**config.mk**
```make
export PLATFORM = sky130hd
export DESIGN_NAME = login_keepalive_sequencer_unit
export DESIGN_NICKNAME = d
export VERILOG_FILES = /design/src/design/lks_pkg.sv /design/src/design/login_keepalive_sequencer_unit.sv /design/src/design/lks_cfg_regs.sv /design/src/design/lks_step.sv
export SDC_FILE = /design/constraint.sdc
export NUM_CORES = 1
export LEC_CHECK = 0
export BUFFER_PORTS_ARGS = -buffer_cell sky130_fd_sc_hd__buf_2
export CORE_MARGIN = 2
export CORE_UTILIZATION = 53
export DETAILED_ROUTE_END_ITERATION = 8
export PLACE_DENSITY = 0.72
export REMOVE_ABC_BUFFERS = 1
export SLEW_MARGIN = 20
export SYNTH_ARGS = -nofsm -noshare
export SYNTH_HDL_FRONTEND = slang
export SYNTH_HIERARCHICAL = 1
export SYNTH_SLANG_ARGS = --single-unit
export TNS_END_PERCENT = 5
```
**constraint.sdc**
```tcl
create_clock -name clk_i -period 3.75 [get_ports clk_i]
set_clock_uncertainty 0.15 [all_clocks]
set_input_delay 0 -clock clk_i [delete_from_list [all_inputs] [get_ports clk_i]]
set_output_delay 0 -clock clk_i [all_outputs]
set_load 0.01 [all_outputs]
```
**src/design/lks_pkg.sv**
```systemverilog
// ----------------------------------------------------------------------------
// Login keepalive sequencer package
// Widths, codes, register layout and shared state types.
// ----------------------------------------------------------------------------
package lks_pkg;

  localparam int TimerWidth = 8;
  localparam int RetryWidth = 4;
  localparam int AddrWidth  = 5;
  localparam int DataWidth  = 32;

  localparam logic [TimerWidth-1:0] TmrMax = '1;
  localparam logic [RetryWidth-1:0] RtyMax = '1;

  // sequencer states
  localparam logic [2:0] StIdle      = 3'd0;
  localparam logic [2:0] StAuth      = 3'd1;
  localparam logic [2:0] StAuthWait  = 3'd2;
  localparam logic [2:0] StHb        = 3'd3;
  localparam logic [2:0] StHbWait    = 3'd4;
  localparam logic [2:0] StReady     = 3'd5;
  localparam logic [2:0] StReadyWait = 3'd6;
  localparam logic [2:0] StConfirm   = 3'd7;

  // messages sent
  localparam logic [2:0] MsgNone    = 3'd0;
  localparam logic [2:0] MsgAuth    = 3'd1;
  localparam logic [2:0] MsgHb      = 3'd2;
  localparam logic [2:0] MsgReady   = 3'd3;
  localparam logic [2:0] MsgConfirm = 3'd4;

  // item operations
  localparam logic [2:0] OpTick      = 3'd0;
  localparam logic [2:0] OpAuthResp  = 3'd1;
  localparam logic [2:0] OpHbResp    = 3'd2;
  localparam logic [2:0] OpReadyAck  = 3'd3;
  localparam logic [2:0] OpReadyReq  = 3'd4;
  localparam logic [2:0] OpTravReq   = 3'd5;

  // register indexes (byte address 4*index)
  localparam logic [2:0] RegPlatformReady = 3'd0;
  localparam logic [2:0] RegAuthTimeout   = 3'd1;
  localparam logic [2:0] RegAuthLimit     = 3'd2;
  localparam logic [2:0] RegHbTimeout     = 3'd3;
  localparam logic [2:0] RegHbLimit       = 3'd4;
  localparam logic [2:0] RegReadyTimeout  = 3'd5;
  localparam logic [2:0] RegReadyLimit    = 3'd6;

  typedef struct packed {
    logic       platform_ready;
    logic [7:0] auth_timeout;
    logic [3:0] auth_limit;
    logic [7:0] hb_timeout;
    logic [3:0] hb_limit;
    logic [7:0] rdy_timeout;
    logic [3:0] rdy_limit;
  } cfg_t;

  localparam cfg_t CfgReset = '{
    platform_ready: 1'b0,
    auth_timeout:   8'd5,
    auth_limit:     4'd3,
    hb_timeout:     8'd30,
    hb_limit:       4'd3,
    rdy_timeout:    8'd5,
    rdy_limit:      4'd3
  };

  typedef struct packed {
    logic [2:0]            seq;
    logic [TimerWidth-1:0] elapsed;
    logic [RetryWidth-1:0] auth_rty;
    logic [RetryWidth-1:0] hb_rty;
    logic [RetryWidth-1:0] rdy_rty;
    logic                  auth_seen;
    logic                  hb_seen;
    logic                  rdy_seen;
    logic [31:0]           stored_ip;
    logic [15:0]           stored_port;
    logic                  stored_valid;
    logic [31:0]           latest_ip;
    logic [15:0]           latest_port;
  } state_t;

  localparam state_t StateReset = '{
    seq:          StAuth,
    elapsed:      '0,
    auth_rty:     '0,
    hb_rty:       '0,
    rdy_rty:      '0,
    auth_seen:    1'b0,
    hb_seen:      1'b0,
    rdy_seen:     1'b0,
    stored_ip:    '0,
    stored_port:  '0,
    stored_valid: 1'b0,
    latest_ip:    '0,
    latest_port:  '0
  };

  typedef struct packed {
    logic [2:0] sent_message;
    logic [2:0] state_code;
    logic       login_failed;
    logic       address_changed;
  } res_t;

endpackage

```
**src/design/login_keepalive_sequencer_unit.sv**
```systemverilog
// ----------------------------------------------------------------------------
// Login keepalive sequencer unit
// Client login and keepalive sequencer: ticks and received events in, one
// result per item out (message sent, state, failure and address flags).
// ----------------------------------------------------------------------------
//   channel | handshake                 | payload
//   --------+---------------------------+-------------------------------------
//   in      | in_valid_i / in_stall_o   | operation, reported_ip/port, peer
//   out     | out_valid_o / out_stall_i | sent_message, state_code, flags
//   cfg     | APB psel/penable/pready   | seven registers at 4*index
//
// One item per cycle sustained while the output is not stalled; a result is
// offered once its item passes the input register, then the result register.
// The state update for an item happens as it moves into the result register.
// No clearing pass: the block takes items from the first cycle after reset.
// A stalled output holds its result; the input register still fills behind it.
// ----------------------------------------------------------------------------
module login_keepalive_sequencer_unit (
  input  logic                          clk_i,
  input  logic                          rst_ni,
  input  logic                          in_valid_i,
  output logic                          in_stall_o,
  input  logic [2:0]                    operation_i,
  input  logic [31:0]                   reported_ip_i,
  input  logic [15:0]                   reported_port_i,
  input  logic                          peer_ready_i,
  output logic                          out_valid_o,
  input  logic                          out_stall_i,
  output logic [2:0]                    sent_message_o,
  output logic [2:0]                    state_code_o,
  output logic                          login_failed_o,
  output logic                          address_changed_o,
  input  logic                          psel,
  input  logic                          penable,
  input  logic                          pwrite,
  input  logic [lks_pkg::AddrWidth-1:0] paddr,
  input  logic [lks_pkg::DataWidth-1:0] pwdata,
  output logic [lks_pkg::DataWidth-1:0] prdata,
  output logic                          pready
);

  lks_pkg::cfg_t   cfg;
  lks_pkg::state_t st_q;
  lks_pkg::state_t st_d;
  lks_pkg::res_t   res_d;
  lks_pkg::res_t   res_q;

  logic        s1_valid_q;
  logic [2:0]  s1_op_q;
  logic [31:0] s1_ip_q;
  logic [15:0] s1_port_q;
  logic        s1_peer_q;
  logic        out_valid_q;

  logic out_ready;
  logic s1_ready;
  logic s1_fire;
  logic in_take;

  lks_cfg_regs u_cfg (
    .clk_i   (clk_i),
    .rst_ni  (rst_ni),
    .psel    (psel),
    .penable (penable),
    .pwrite  (pwrite),
    .paddr   (paddr),
    .pwdata  (pwdata),
    .prdata  (prdata),
    .pready  (pready),
    .cfg_o   (cfg)
  );

  assign out_ready  = !out_valid_q || !out_stall_i;
  assign s1_ready   = !s1_valid_q || out_ready;
  assign s1_fire    = s1_valid_q && out_ready;
  assign in_take    = in_valid_i && s1_ready;
  assign in_stall_o = !s1_ready;

  always_ff @(posedge clk_i or negedge rst_ni) begin
    if (!rst_ni) begin
      s1_valid_q <= 1'b0;
    end else if (s1_ready) begin
      s1_valid_q <= in_valid_i;
    end
  end

  always_ff @(posedge clk_i) begin
    if (in_take) begin
      s1_op_q   <= operation_i;
      s1_ip_q   <= reported_ip_i;
      s1_port_q <= reported_port_i;
      s1_peer_q <= peer_ready_i;
    end
  end

  lks_step u_step (
    .st_i            (st_q),
    .cfg_i           (cfg),
    .operation_i     (s1_op_q),
    .reported_ip_i   (s1_ip_q),
    .reported_port_i (s1_port_q),
    .peer_ready_i    (s1_peer_q),
    .st_o            (st_d),
    .res_o           (res_d)
  );

  // commit sequencer state as the item leaves the input register
  always_ff @(posedge clk_i or negedge rst_ni) begin
    if (!rst_ni) begin
      st_q <= lks_pkg::StateReset;
    end else if (s1_fire) begin
      st_q <= st_d;
    end
  end

  always_ff @(posedge clk_i or negedge rst_ni) begin
    if (!rst_ni) begin
      out_valid_q <= 1'b0;
    end else if (out_ready) begin
      out_valid_q <= s1_valid_q;
    end
  end

  always_ff @(posedge clk_i) begin
    if (s1_fire) begin
      res_q <= res_d;
    end
  end

  assign out_valid_o       = out_valid_q;
  assign sent_message_o    = res_q.sent_message;
  assign state_code_o      = res_q.state_code;
  assign login_failed_o    = res_q.login_failed;
  assign address_changed_o = res_q.address_changed;

endmodule

```
**src/design/lks_cfg_regs.sv**
```systemverilog
// ----------------------------------------------------------------------------
// Login keepalive sequencer configuration registers
// APB register file holding timeouts, retry limits and the platform enable.
// ----------------------------------------------------------------------------
module lks_cfg_regs (
  input  logic                         clk_i,
  input  logic                         rst_ni,
  input  logic                         psel,
  input  logic                         penable,
  input  logic                         pwrite,
  input  logic [lks_pkg::AddrWidth-1:0] paddr,
  input  logic [lks_pkg::DataWidth-1:0] pwdata,
  output logic [lks_pkg::DataWidth-1:0] prdata,
  output logic                         pready,
  output lks_pkg::cfg_t                cfg_o
);

  lks_pkg::cfg_t cfg_q;
  lks_pkg::cfg_t cfg_d;
  logic [2:0]    reg_idx;
  logic          wr_en;

  assign pready  = 1'b1;
  assign reg_idx = paddr[lks_pkg::AddrWidth-1:2];
  assign wr_en   = psel && penable && pwrite;

  always_comb begin
    cfg_d = cfg_q;
    if (wr_en) begin
      unique case (reg_idx)
        lks_pkg::RegPlatformReady: cfg_d.platform_ready = pwdata[0];
        lks_pkg::RegAuthTimeout:   cfg_d.auth_timeout   = pwdata[7:0];
        lks_pkg::RegAuthLimit:     cfg_d.auth_limit     = pwdata[3:0];
        lks_pkg::RegHbTimeout:     cfg_d.hb_timeout     = pwdata[7:0];
        lks_pkg::RegHbLimit:       cfg_d.hb_limit       = pwdata[3:0];
        lks_pkg::RegReadyTimeout:  cfg_d.rdy_timeout    = pwdata[7:0];
        lks_pkg::RegReadyLimit:    cfg_d.rdy_limit      = pwdata[3:0];
        default:                   cfg_d = cfg_q;
      endcase
    end
  end

  always_ff @(posedge clk_i or negedge rst_ni) begin
    if (!rst_ni) begin
      cfg_q <= lks_pkg::CfgReset;
    end else begin
      cfg_q <= cfg_d;
    end
  end

  always_comb begin
    unique case (reg_idx)
      lks_pkg::RegPlatformReady: prdata = 32'(cfg_q.platform_ready);
      lks_pkg::RegAuthTimeout:   prdata = 32'(cfg_q.auth_timeout);
      lks_pkg::RegAuthLimit:     prdata = 32'(cfg_q.auth_limit);
      lks_pkg::RegHbTimeout:     prdata = 32'(cfg_q.hb_timeout);
      lks_pkg::RegHbLimit:       prdata = 32'(cfg_q.hb_limit);
      lks_pkg::RegReadyTimeout:  prdata = 32'(cfg_q.rdy_timeout);
      lks_pkg::RegReadyLimit:    prdata = 32'(cfg_q.rdy_limit);
      default:                   prdata = '0;
    endcase
  end

  assign cfg_o = cfg_q;

endmodule

```
**src/design/lks_step.sv**
```systemverilog
// ----------------------------------------------------------------------------
// Login keepalive sequencer step logic
// Next state and result for one item, given the current state and config.
// ----------------------------------------------------------------------------
module lks_step (
  input  lks_pkg::state_t st_i,
  input  lks_pkg::cfg_t   cfg_i,
  input  logic [2:0]      operation_i,
  input  logic [31:0]     reported_ip_i,
  input  logic [15:0]     reported_port_i,
  input  logic            peer_ready_i,
  output lks_pkg::state_t st_o,
  output lks_pkg::res_t   res_o
);

  logic [lks_pkg::TimerWidth-1:0] el_inc;
  logic [7:0]                     cur_timeout;
  logic                           wait_end;

  // saturating tick count for whichever wait state is active
  assign el_inc = (st_i.elapsed == lks_pkg::TmrMax) ? lks_pkg::TmrMax
                                                     : st_i.elapsed + 1'b1;

  always_comb begin
    unique case (st_i.seq)
      lks_pkg::StAuthWait:  cur_timeout = cfg_i.auth_timeout;
      lks_pkg::StHbWait:    cur_timeout = cfg_i.hb_timeout;
      default:              cur_timeout = cfg_i.rdy_timeout;
    endcase
  end

  assign wait_end = (32'(el_inc) >= 32'(cur_timeout)) || (el_inc == lks_pkg::TmrMax);

  always_comb begin
    st_o                  = st_i;
    res_o.sent_message    = lks_pkg::MsgNone;
    res_o.login_failed    = 1'b0;
    res_o.address_changed = 1'b0;

    unique case (operation_i)
      lks_pkg::OpTick: begin
        if (cfg_i.platform_ready) begin
          unique case (st_i.seq)
            lks_pkg::StIdle, lks_pkg::StAuth: begin
              if (st_i.seq == lks_pkg::StIdle) begin
                st_o.auth_rty = '0;
              end
              st_o.auth_seen     = 1'b0;
              res_o.sent_message = lks_pkg::MsgAuth;
              st_o.seq           = lks_pkg::StAuthWait;
              st_o.elapsed       = '0;
            end
            lks_pkg::StAuthWait: begin
              st_o.elapsed = el_inc;
              if (wait_end) begin
                if (!st_i.auth_seen) begin
                  st_o.auth_rty = (st_i.auth_rty == lks_pkg::RtyMax) ? lks_pkg::RtyMax
                                                                      : st_i.auth_rty + 1'b1;
                  st_o.seq      = lks_pkg::StAuth;
                end else begin
                  st_o.seq    = lks_pkg::StHb;
                  st_o.hb_rty = '0;
                end
                if (32'(st_o.auth_rty) == 32'(cfg_i.auth_limit)) begin
                  st_o.auth_rty      = '0;
                  st_o.seq           = lks_pkg::StIdle;
                  res_o.login_failed = 1'b1;
                end
              end
            end
            lks_pkg::StHb: begin
              st_o.hb_seen       = 1'b0;
              res_o.sent_message = lks_pkg::MsgHb;
              st_o.seq           = lks_pkg::StHbWait;
              st_o.elapsed       = '0;
            end
            lks_pkg::StHbWait: begin
              st_o.elapsed = el_inc;
              if (wait_end) begin
                priority if (!st_i.hb_seen) begin
                  st_o.hb_rty = (st_i.hb_rty == lks_pkg::RtyMax) ? lks_pkg::RtyMax
                                                                  : st_i.hb_rty + 1'b1;
                  st_o.seq    = lks_pkg::StHb;
                end else if (!st_i.stored_valid) begin
                  st_o.stored_ip    = st_i.latest_ip;
                  st_o.stored_port  = st_i.latest_port;
                  st_o.stored_valid = 1'b1;
                  st_o.seq          = lks_pkg::StHb;
                end else if (st_i.stored_ip != st_i.latest_ip
                             || st_i.stored_port != st_i.latest_port) begin
                  st_o.stored_ip        = st_i.latest_ip;
                  st_o.stored_port      = st_i.latest_port;
                  res_o.address_changed = 1'b1;
                end else begin
                  st_o.seq = lks_pkg::StHb;
                end
                // an address change skips the retry check and relogs at once
                if (res_o.address_changed) begin
                  st_o.seq = lks_pkg::StAuth;
                end else if (32'(st_o.hb_rty) == 32'(cfg_i.hb_limit)) begin
                  st_o.hb_rty = '0;
                  st_o.seq    = lks_pkg::StAuth;
                end
              end
            end
            lks_pkg::StReady: begin
              st_o.rdy_seen      = 1'b0;
              res_o.sent_message = lks_pkg::MsgReady;
              st_o.seq           = lks_pkg::StReadyWait;
              st_o.elapsed       = '0;
            end
            lks_pkg::StReadyWait: begin
              st_o.elapsed = el_inc;
              if (wait_end) begin
                if (!st_i.rdy_seen) begin
                  st_o.rdy_rty = (st_i.rdy_rty == lks_pkg::RtyMax) ? lks_pkg::RtyMax
                                                                    : st_i.rdy_rty + 1'b1;
                  st_o.seq     = lks_pkg::StReady;
                end else begin
                  st_o.seq = lks_pkg::StHb;
                end
                if (32'(st_o.rdy_rty) == 32'(cfg_i.rdy_limit)) begin
                  st_o.rdy_rty = '0;
                  st_o.seq     = lks_pkg::StHb;
                end
              end
            end
            default: begin
              res_o.sent_message = lks_pkg::MsgConfirm;
              st_o.seq           = lks_pkg::StHb;
            end
          endcase
        end
      end
      lks_pkg::OpAuthResp: st_o.auth_seen = 1'b1;
      lks_pkg::OpHbResp: begin
        st_o.hb_seen     = 1'b1;
        st_o.latest_ip   = reported_ip_i;
        st_o.latest_port = reported_port_i;
      end
      lks_pkg::OpReadyAck: st_o.rdy_seen = 1'b1;
      lks_pkg::OpReadyReq: st_o.seq = lks_pkg::StReady;
      lks_pkg::OpTravReq: begin
        if (peer_ready_i) begin
          st_o.seq = lks_pkg::StConfirm;
        end
      end
      default: st_o = st_i;
    endcase

    res_o.state_code = st_o.seq;
  end

endmodule

```
After elaboration in Yosys (flattened, before gate mapping)
Index checks and enable logic that the tools add are counted.
- flip-flop bits (word level): 222
- word-level logic and storage cells: 185
- add/sub/neg operators: 4
- magnitude comparators: 1
- eq/ne operators: 36
- multiplexer cells: 70
- reductions and logical operators: 44
- operator list (cell ; count):
    49-bit 2-to-1 mux ; 3
    4-bit 2-to-1 mux ; 27
    48-bit 2-to-1 mux ; 2
    75-bit 2-to-1 mux ; 1
    8-bit case mux with 7 select lines ; 1
    3-bit 2-to-1 mux ; 11
    32-bit != test ; 1
    8-bit case mux with 2 select lines ; 2
    3-bit == test (second input constant) ; 8
    4-bit AND reduction ; 6
    3-bit by 2-bit == test with 1-bit output (second input constant) ; 6
    3-bit case mux with 6 select lines ; 1
    2-bit AND reduction ; 9
    8-bit == test (second input constant) ; 2
    8-bit 2-to-1 mux ; 2
    16-bit != test ; 1
    4-bit case mux with 2 select lines ; 2
    7-bit AND reduction ; 2
    4-bit by 1-bit adder with 4-bit output (second input constant) ; 3
    4-bit == test ; 3
    4-bit == test (second input constant) ; 3
    3-bit case mux with 4 select lines ; 1
    6-bit AND reduction ; 2
    2-bit nonzero test ; 6
    other kinds (17) ; 50

Logic depth before layout (Yosys ltp)
Gate-level depths: netlist of the first run.
- word-level depth: 15
- depth in mapped cells: 19
- depth with buffers taken out: 14

Cells and area by module
Netlist of the first run, hierarchy kept.
- by module, submodules not included (module ; times used ; cells each ; area an instance (µm²)):
    login_keepalive_sequencer_unit ; 1 ; 327 ; 6465.0
    lks_step ; 1 ; 459 ; 3598.5
    lks_cfg_regs ; 1 ; 163 ; 2039.5

Least setup slack after synthesis of the first run
No wires, ideal clock.
- path kind: register to register
- start point: register st_q[120] (netlist bit)
- end point: register st_q[76] (netlist bit)
- setup time: 127 ps
- arrival: 3654 ps
- setup slack: -182 ps
- stages on the path, launching flop included: 20
- buffers on the path: 5
- clock period less this slack: 3932 ps
- path through: dfstp_2 clkbuf_1 inv_1 nand2_1 clkbuf_1 o22ai_1 o21ai_0 o21ai_0 ha_1 a211oi_1 o21ai_0 a21oi_1 o21a_1 buf_6 nor2_8 nand3b_4 buf_6 buf_6 mux2_4 mux2_1
- longest elaborated chain between the ends: 5
- elaborated cells on any way between the ends: 6
- those cells by class: 1 x order compare; 2 x eq/ne; 1 x mux; 2 x reduce/logical
- RTL lines (item ; line ; RTL):
    start, declared ; login_keepalive_sequencer_unit.sv:43 ; lks_pkg::state_t st_q;
    start signal, assigned ; login_keepalive_sequencer_unit.sv:110 ; st_q <= lks_pkg::StateReset;
    start signal, assigned ; login_keepalive_sequencer_unit.sv:112 ; st_q <= st_d;
    3-bit == test or 3-bit by 2-bit == test with 1-bit output (tied branches) ; lks_step.sv:25, lks_step.sv:43 ;
    8-bit case mux with 2 select lines ; lks_step.sv:25 ; unique case (st_i.seq)
    8-bit greater-or-equal comparator ; lks_step.sv:32 ; assign wait_end = (32'(el_inc) >= 32'(cur_timeout)) || (el_inc == lks_pkg::TmrMax);
    1-bit logical OR ; lks_step.sv:32 ;
    7-bit AND reduction (no source line) * ; n/a ;
Mark *: on every way between the ends. The rest lies on a longest branch, timed or not.
A chain may end at the register's enable or synchronous reset.

Worst setup path in the final report of the first run
- start point: register st_q[114] (netlist bit)
- end point: register st_q[69] (netlist bit)
- longest elaborated chain between the ends: 5
- elaborated cells on any way between the ends: 7
- those cells by class: 1 x add/sub; 1 x order compare; 2 x eq/ne; 1 x mux; 2 x reduce/logical
- RTL lines (item ; line ; RTL):
    8-bit by 1-bit adder with 8-bit output or 8-bit == test (tied branches) ; lks_step.sv:22, lks_step.sv:21 ;
    8-bit 2-to-1 mux * ; lks_step.sv:21 ; assign el_inc = (st_i.elapsed == lks_pkg::TmrMax) ? lks_pkg::TmrMax
    8-bit greater-or-equal comparator or 8-bit == test (tied branches) ; lks_step.sv:32 ;
    1-bit logical OR * ; lks_step.sv:32 ;
    7-bit AND reduction (no source line) * ; n/a ;
Marked as above.

==> results of run 1 <==
-- final cells by class --
class | count | area, um2 | share of cell area
tap | 285 | 357 | 0.0250
multi-input combinational | 661 | 5800 | 0.407
clock buffer | 33 | 686 | 0.0481
timing repair buffer | 183 | 1410 | 0.0986
clock inverter | 13 | 76.3 | 0.00536
sequential | 222 | 5880 | 0.412
inverter | 15 | 56.3 | 0.00395
-- kinds of logic (layout without fill, tap and decap cells) --
group	Yosys count	after routing	share of synthesized area
mux	274	274	0.262
flops	222	222	0.485
simple gates	163	163	0.0816
compound gates	122	122	0.0658
buf+inv	89	244	0.0455
xor+xnor	65	65	0.0470
fa+ha+maj	12	12	0.0124
other cells	2	25	0.000621
-- state kept, by name (all words and copies together), names as in the netlist --
signal / flops
st_q: 123
s1_op_q: 3
login_failed_o: 1
out_valid_o: 1
state_code_o: 3
u_cfg/cfg_o: 37
s1_peer_q: 1
address_changed_o: 1
s1_ip_q: 32
s1_valid_q: 1
sent_message_o: 3
s1_port_q: 16
-- worst paths after layout --
check | slack, ps | depth (start not counted) | end | startpoint
max | 190 | 14 | st_q[69] | st_q[114]
min | -40 | 2 | u_cfg/cfg_o[27] | rst_ni
max reg2reg | 190 | 14 | st_q[69] | st_q[114]
min reg2reg | 330 | 1 | out_valid_o | s1_valid_q
max in group asynchronous | 2590 | 3 | st_q[27] | rst_ni
min in group clk_i | 30 | 2 | s1_port_q[1] | reported_port_i[1]
-- placed cells by master, fill, tap and decap left out, types with 16 or more instances in the layout --
cell type	instances
buf_4	19
xor2_1	56
a21oi_1	31
dfrtp_1	146
edfxtp_1	60
clkbuf_16	25
mux2_1	59
mux2_2	178
mux2_4	20
dlygate4sd3_1	72
nand2_1	37
nor4_1	16
nor2_1	21
o21ai_0	26
buf_2	86
conb_1	25
-- metal layers --
metal,wire length (um),up-vias,track usage
met5,0,-,0
met1,11000,3882,0.278
met4,353,0,0.0401
li1,-,3769,-
met3,1090,25,0.0290
met2,11700,181,0.343
-- metrics by stage --
step	hold WS, ps	TNS, ps	instances
after floorplan	-446	-142680	898
after global placement	19.2	0	1294
after detailed placement	24.4	0	1294
after CTS	0.506	0	1412
after global routing	5.53	0	1412
final	-35.1	0	1412
-- power breakdown --
group | leakage [uW] | total [uW] | switching [uW] | internal, uW
sequential | 0.00265 | 3470 | 509 | 2960
clock | 0.000379 | 2280 | 990 | 1290
combinational | 0.00344 | 2160 | 1010 | 1150
total | 0.00646 | 7920 | 2510 | 5410
-- Yosys cell counts (8+ instances only) --
cell type  instances  share of area
o22ai_1           12         0.0062
ha_1              12          0.012
buf_6             12          0.011
mux2_2           178           0.17
nand3_1           13         0.0054
nor3_1             8         0.0033
buf_2             10         0.0041
mux2_1            59          0.055
nor2_1            21         0.0065
buf_4             30          0.019
clkbuf_1          18         0.0056
o221ai_1           8         0.0058
dfstp_2           15          0.033
a21oi_1           31          0.013
a22o_1            10         0.0072
inv_1             15         0.0047
o21ai_0           26          0.011
xnor2_1            9         0.0065
mux2i_1           15          0.012
edfxtp_1          60           0.15
mux2_4            20          0.025
nand2b_1           9         0.0047
nand2_1           39          0.012
xor2_1            56          0.041
nor2b_1            9         0.0047
dfrtp_1          147           0.30
nor4_1            16         0.0083
-- timing repair --
action / 4_1_cts / 5_1_grt
endpoints found under the setup margin: 0 / 56
endpoints found under the hold margin: 185 / 0
setup buffers: 0 / 0
resized for setup: 0 / 7
hold buffers: 72 / 0
==> results.json, run 1 <==
{
  "place_area_um2": 12700,
  "vdd_drop_max_v": 0.000489,
  "crit_buf_inv": 2,
  "critPathMaxFanout": 17,
  "critPathMostFrequentCell": "a21oi_1",
  "drtPass1Iterations": 5,
  "status": "finished, violations left",
  "setup_slack_ps": 191,
  "cts_tree": "built",
  "fmax_mhz": 281,
  "design_area_um2": 14300,
  "core_area_um2": 22500,
  "num_rows": 55,
  "drt.antenna.violating_nets": 0,
  "antenna_found_initial": 0,
  "synth_edf_count": 60,
  "antennaDiodeCount": 0,
  "crit_type": "reg2reg",
  "cp-end-kind": "flop",
  "wl_um": 24200,
  "p_total_uw": 7920,
  "synth_flop_cell": "dfrtp_1",
  "dieHeight_um": 155,
  "period_share": 0.949,
  "post-route-min-period_ps": 3560,
  "maxCapViolations": 0,
  "grt_pass1_wl_um": 39500,
  "syn_area_per_cell_um2": 12.8,
  "critPathTopFamily": "multiplexers",
  "hold_viol_final": 4,
  "dpl_worst_slack_ps": 85.4,
  "dp_hpwl_um": 14600,
  "drive_gt1_frac": 0.338,
  "hold_class": "in2async",
  "clock_sinks": 222,
  "async_flop_share": 0.730,
  "syn_inst": 949,
  "vias_per_cell": 5.56,
  "crit_path_start_kind": "flop",
  "failed_checks": "negative hold slack",
  "clk_pin_slew_ps": 60,
  "vias": 7857,
  "detail_route.wl_per_cell_um": 17.2,
  "clockBufferDepth": 3,
  "dieWidth_um": 155,
  "grt_max_degree": 132,
  "io_pins": 139,
  "htreeDepth": 1,
  "numCtsBuffers": 25,
  "grt_pass1_vias": 7784,
  "timing.hold.ws_ps": -35.1,
  "worst_pin_slew_ps": 1080,
  "nNetsFinal": 1216,
  "yosysWarnings": 6,
  "port_buffers": 87,
  "seq_area_frac_synth": 0.485,
  "worst_path_max_delay_cell": "dfrtp_1",
  "finalMaxSlewViolations": 0,
  "dieArea_um2": 24100,
  "max_slew_margin": 0.275,
  "setup_violations": 0,
  "ys_ff_latch": 222,
  "cts_root_buffer": "clkbuf_16",
  "track_usage": 0.201,
  "utilization": 0.633,
  "cp.required_ps": 4010,
  "syn_area_um2": 12100,
  "path_cells": "and4_4, and4_1, mux2i_1, inv_1, ha_1, a21oi_1, o21ai_0, a21oi_1, o21a_2, nor2_8, nand3b_4, buf_12, mux2_2, mux2_1",
  "start_util": 0.538,
  "grt_overflow": 0,
  "place.gp.congestion": 0.877,
  "route.detailed.drc": 0,
  "p_leak_uw": 0.00646,
  "fillCellCount": 1691,
  "clk_latency_ps": 530,
  "power.density_nw_per_um2": 555,
  "critPathArrivalTime_ps": 3820,
  "drt_iter0_drc": 537,
  "yosysUniqueCellTypes": 69,
  "rsz0062_at_grt": "no",
  "area_growth_pct": 17.8,
  "critPathMaxStageDelay_ps": 450
}
Power figures use the tool's default switching activity.
==> run 2: changes to the inputs <==
--- a/config.mk
+++ b/config.mk
@@ -6,6 +6,7 @@
 export NUM_CORES = 1
 export LEC_CHECK = 0
 export BUFFER_PORTS_ARGS = -buffer_cell sky130_fd_sc_hd__buf_2
+export CORE_ASPECT_RATIO = 1.5
 export CORE_MARGIN = 2
 export CORE_UTILIZATION = 53
 export DETAILED_ROUTE_END_ITERATION = 8
==> results.json, run 2 (synthesized netlist as in run 1, its figures left out) <==
{
  "status": "finished clean",
  "critPathMaxFanout": 7,
  "final_common_cell": "mux2_2",
  "clock_sinks": 222,
  "cp.required_ps": 3990,
  "dp.cells": 1297,
  "r2r_cells": 16,
  "largest_reg_flops": 123,
  "fillCellCount": 1666,
  "setup_violations": 0,
  "dieWidth_um": 127,
  "grt_overflow": 0,
  "timing.hold.ws_ps": 17.9,
  "drt_iter0_drc": 504,
  "grt_pass1_wl_um": 39200,
  "power.switching_uw": 2500,
  "utilization": 0.640,
  "post-route-min-period_ps": 3590,
  "nNetsFinal": 1227,
  "power.density_nw_per_um2": 557,
  "route.detailed.drc": 0,
  "dp_hpwl_um": 15700,
  "critPathArrivalTime_ps": 3830,
  "instances_no_fill": 1412,
  "wl_um": 24000,
  "place.gp.congestion": 0.820,
  "layout_common_cells": "178 x mux2_2, 147 x dfrtp_1, 86 x buf_2",
  "detail_route.wl_per_cell_um": 17.0,
  "crit_type": "reg2reg",
  "start_util": 0.541,
  "period_share": 0.958,
  "regToRegSetupSlack_ps": 160,
  "port_buffers": 87,
  "p_total_uw": 7980,
  "dieHeight_um": 189,
  "power.share.sequential": 0.435,
  "vias": 7896,
  "highest_layer": "met4",
  "drt.antenna.violating_nets": 0,
  "crit_path_start_kind": "flop",
  "design_area_um2": 14300,
  "regMostFlops": "st_q",
  "io_pins": 139,
  "numCtsBuffers": 23,
  "route.met3.wl_um": 971,
  "vdd_drop_max_v": 0.000480,
  "swShare": 0.314,
  "track_usage": 0.199,
  "finalMaxSlewViolations": 0,
  "multiInputGateArea_um2": 5780,
  "combinationalPowerShare": 0.274,
  "power.internal_uw": 5480,
  "max_slew_margin": 0.389,
  "dieArea_um2": 24100,
  "maxCapViolations": 0,
  "vias_per_cell": 5.59,
  "core_area_um2": 22400,
  "area_growth_pct": 18.3,
  "rsz0062_at_grt": "yes",
  "drive_gt1_frac": 0.349,
  "r2r-end": "st_q[70]",
  "clockPowerShare": 0.292,
  "antennaDiodeCount": 0,
  "fmax_mhz": 278,
  "hold_class": "in2async",
  "place_area_um2": 12800,
  "wl_met1_um": 9790,
  "clockBufferDepth": 3,
  "worst_pin_slew_ps": 916,
  "final-seq-area_um2": 5870,
  "cts_tree": "built",
  "hold_viol_final": 0,
  "grt_max_degree": 101,
  "clk_latency_ps": 520,
  "cts_root_buffer": "clkbuf_16",
  "rr_startpoint": "st_q[120]",
  "p_leak_uw": 0.00651,
  "htreeDepth": 1,
  "cp-end-kind": "flop",
  "num_rows": 67,
  "clk_pin_slew_ps": 70,
  "drtPass1Iterations": 5,
  "route.met2.wl_um": 12500,
  "grt_pass1_vias": 8045,
  "antenna_found_initial": 0
}
==> run 2: critical path: stages, from the launching register on <==
cell and delay [ps]:
dfstp_2 530, inv_1 60, nand2_1 120, buf_4 180, o22ai_1 80, o21ai_0 130, o21ai_0 150, ha_1 330
a21oi_1 140, o21ai_0 100, a21oi_1 170, o21a_2 240, nor2_8 60, nand3b_4 170, buf_4 210, mux2_2 340
mux2_1 300
==> run 2: final cells by class <==
type | instances | share of cell area
clock inverter | 15 | 0.0123
tap | 276 | 0.0241
multi-input combinational | 661 | 0.404
inverter | 15 | 0.00393
timing repair buffer | 196 | 0.104
sequential | 222 | 0.410
clock buffer | 27 | 0.0413
==> run 2: power by group through the flow <==
stage	Clock (uW)	Sequential, uW	Combinational (uW)
global placement	0	3470	2040
finish	2330	3470	2180
floorplan	0	3410	1510
detailed placement	0	3510	2100
global route	2470	3540	2390
CTS	2380	3470	2170
==> run 2: what timing repair did <==
action / in CTS / in global routing
hold buffers: 70 / 0
endpoints found under the hold margin: 207 / 0
buffers inserted: 0 / 2
gates resized for setup: 0 / 5
setup endpoints to repair: 0 / 46
==> run 2: worst max-delay path by stage <==
stage	startpoint	end	slack, ps	depth (start not counted)
after floorplan	s1_op_q[0]	st_q[0]	-1390	3
after global placement	st_q[120]	st_q[65]	170	16
after detailed placement	st_q[120]	st_q[75]	110	16
after CTS	st_q[120]	st_q[56]	80	16
after global routing	st_q[121]	st_q[60]	-3	13
final	st_q[120]	st_q[70]	160	16
==> run 2: layer usage <==
metal,up-vias,GRT usage
met4,0,0.0685
met1,3877,0.235
met5,-,0
li1,3790,-
met2,179,0.367
met3,50,0.0291
==> run 2: per-stage QoR <==
| step | setup WS, ps | setup TNS, ps |
|---|---|---|
| 2_1_floorplan | -1390 | -142680 |
| 3_3_place_gp | 165 | 0 |
| 3_5_place_dp | 107 | 0 |
| 4_1_cts | 81.5 | 0 |
| 5_1_grt | -2.54 | -2.54 |
| 6_report | 159 | 0 |
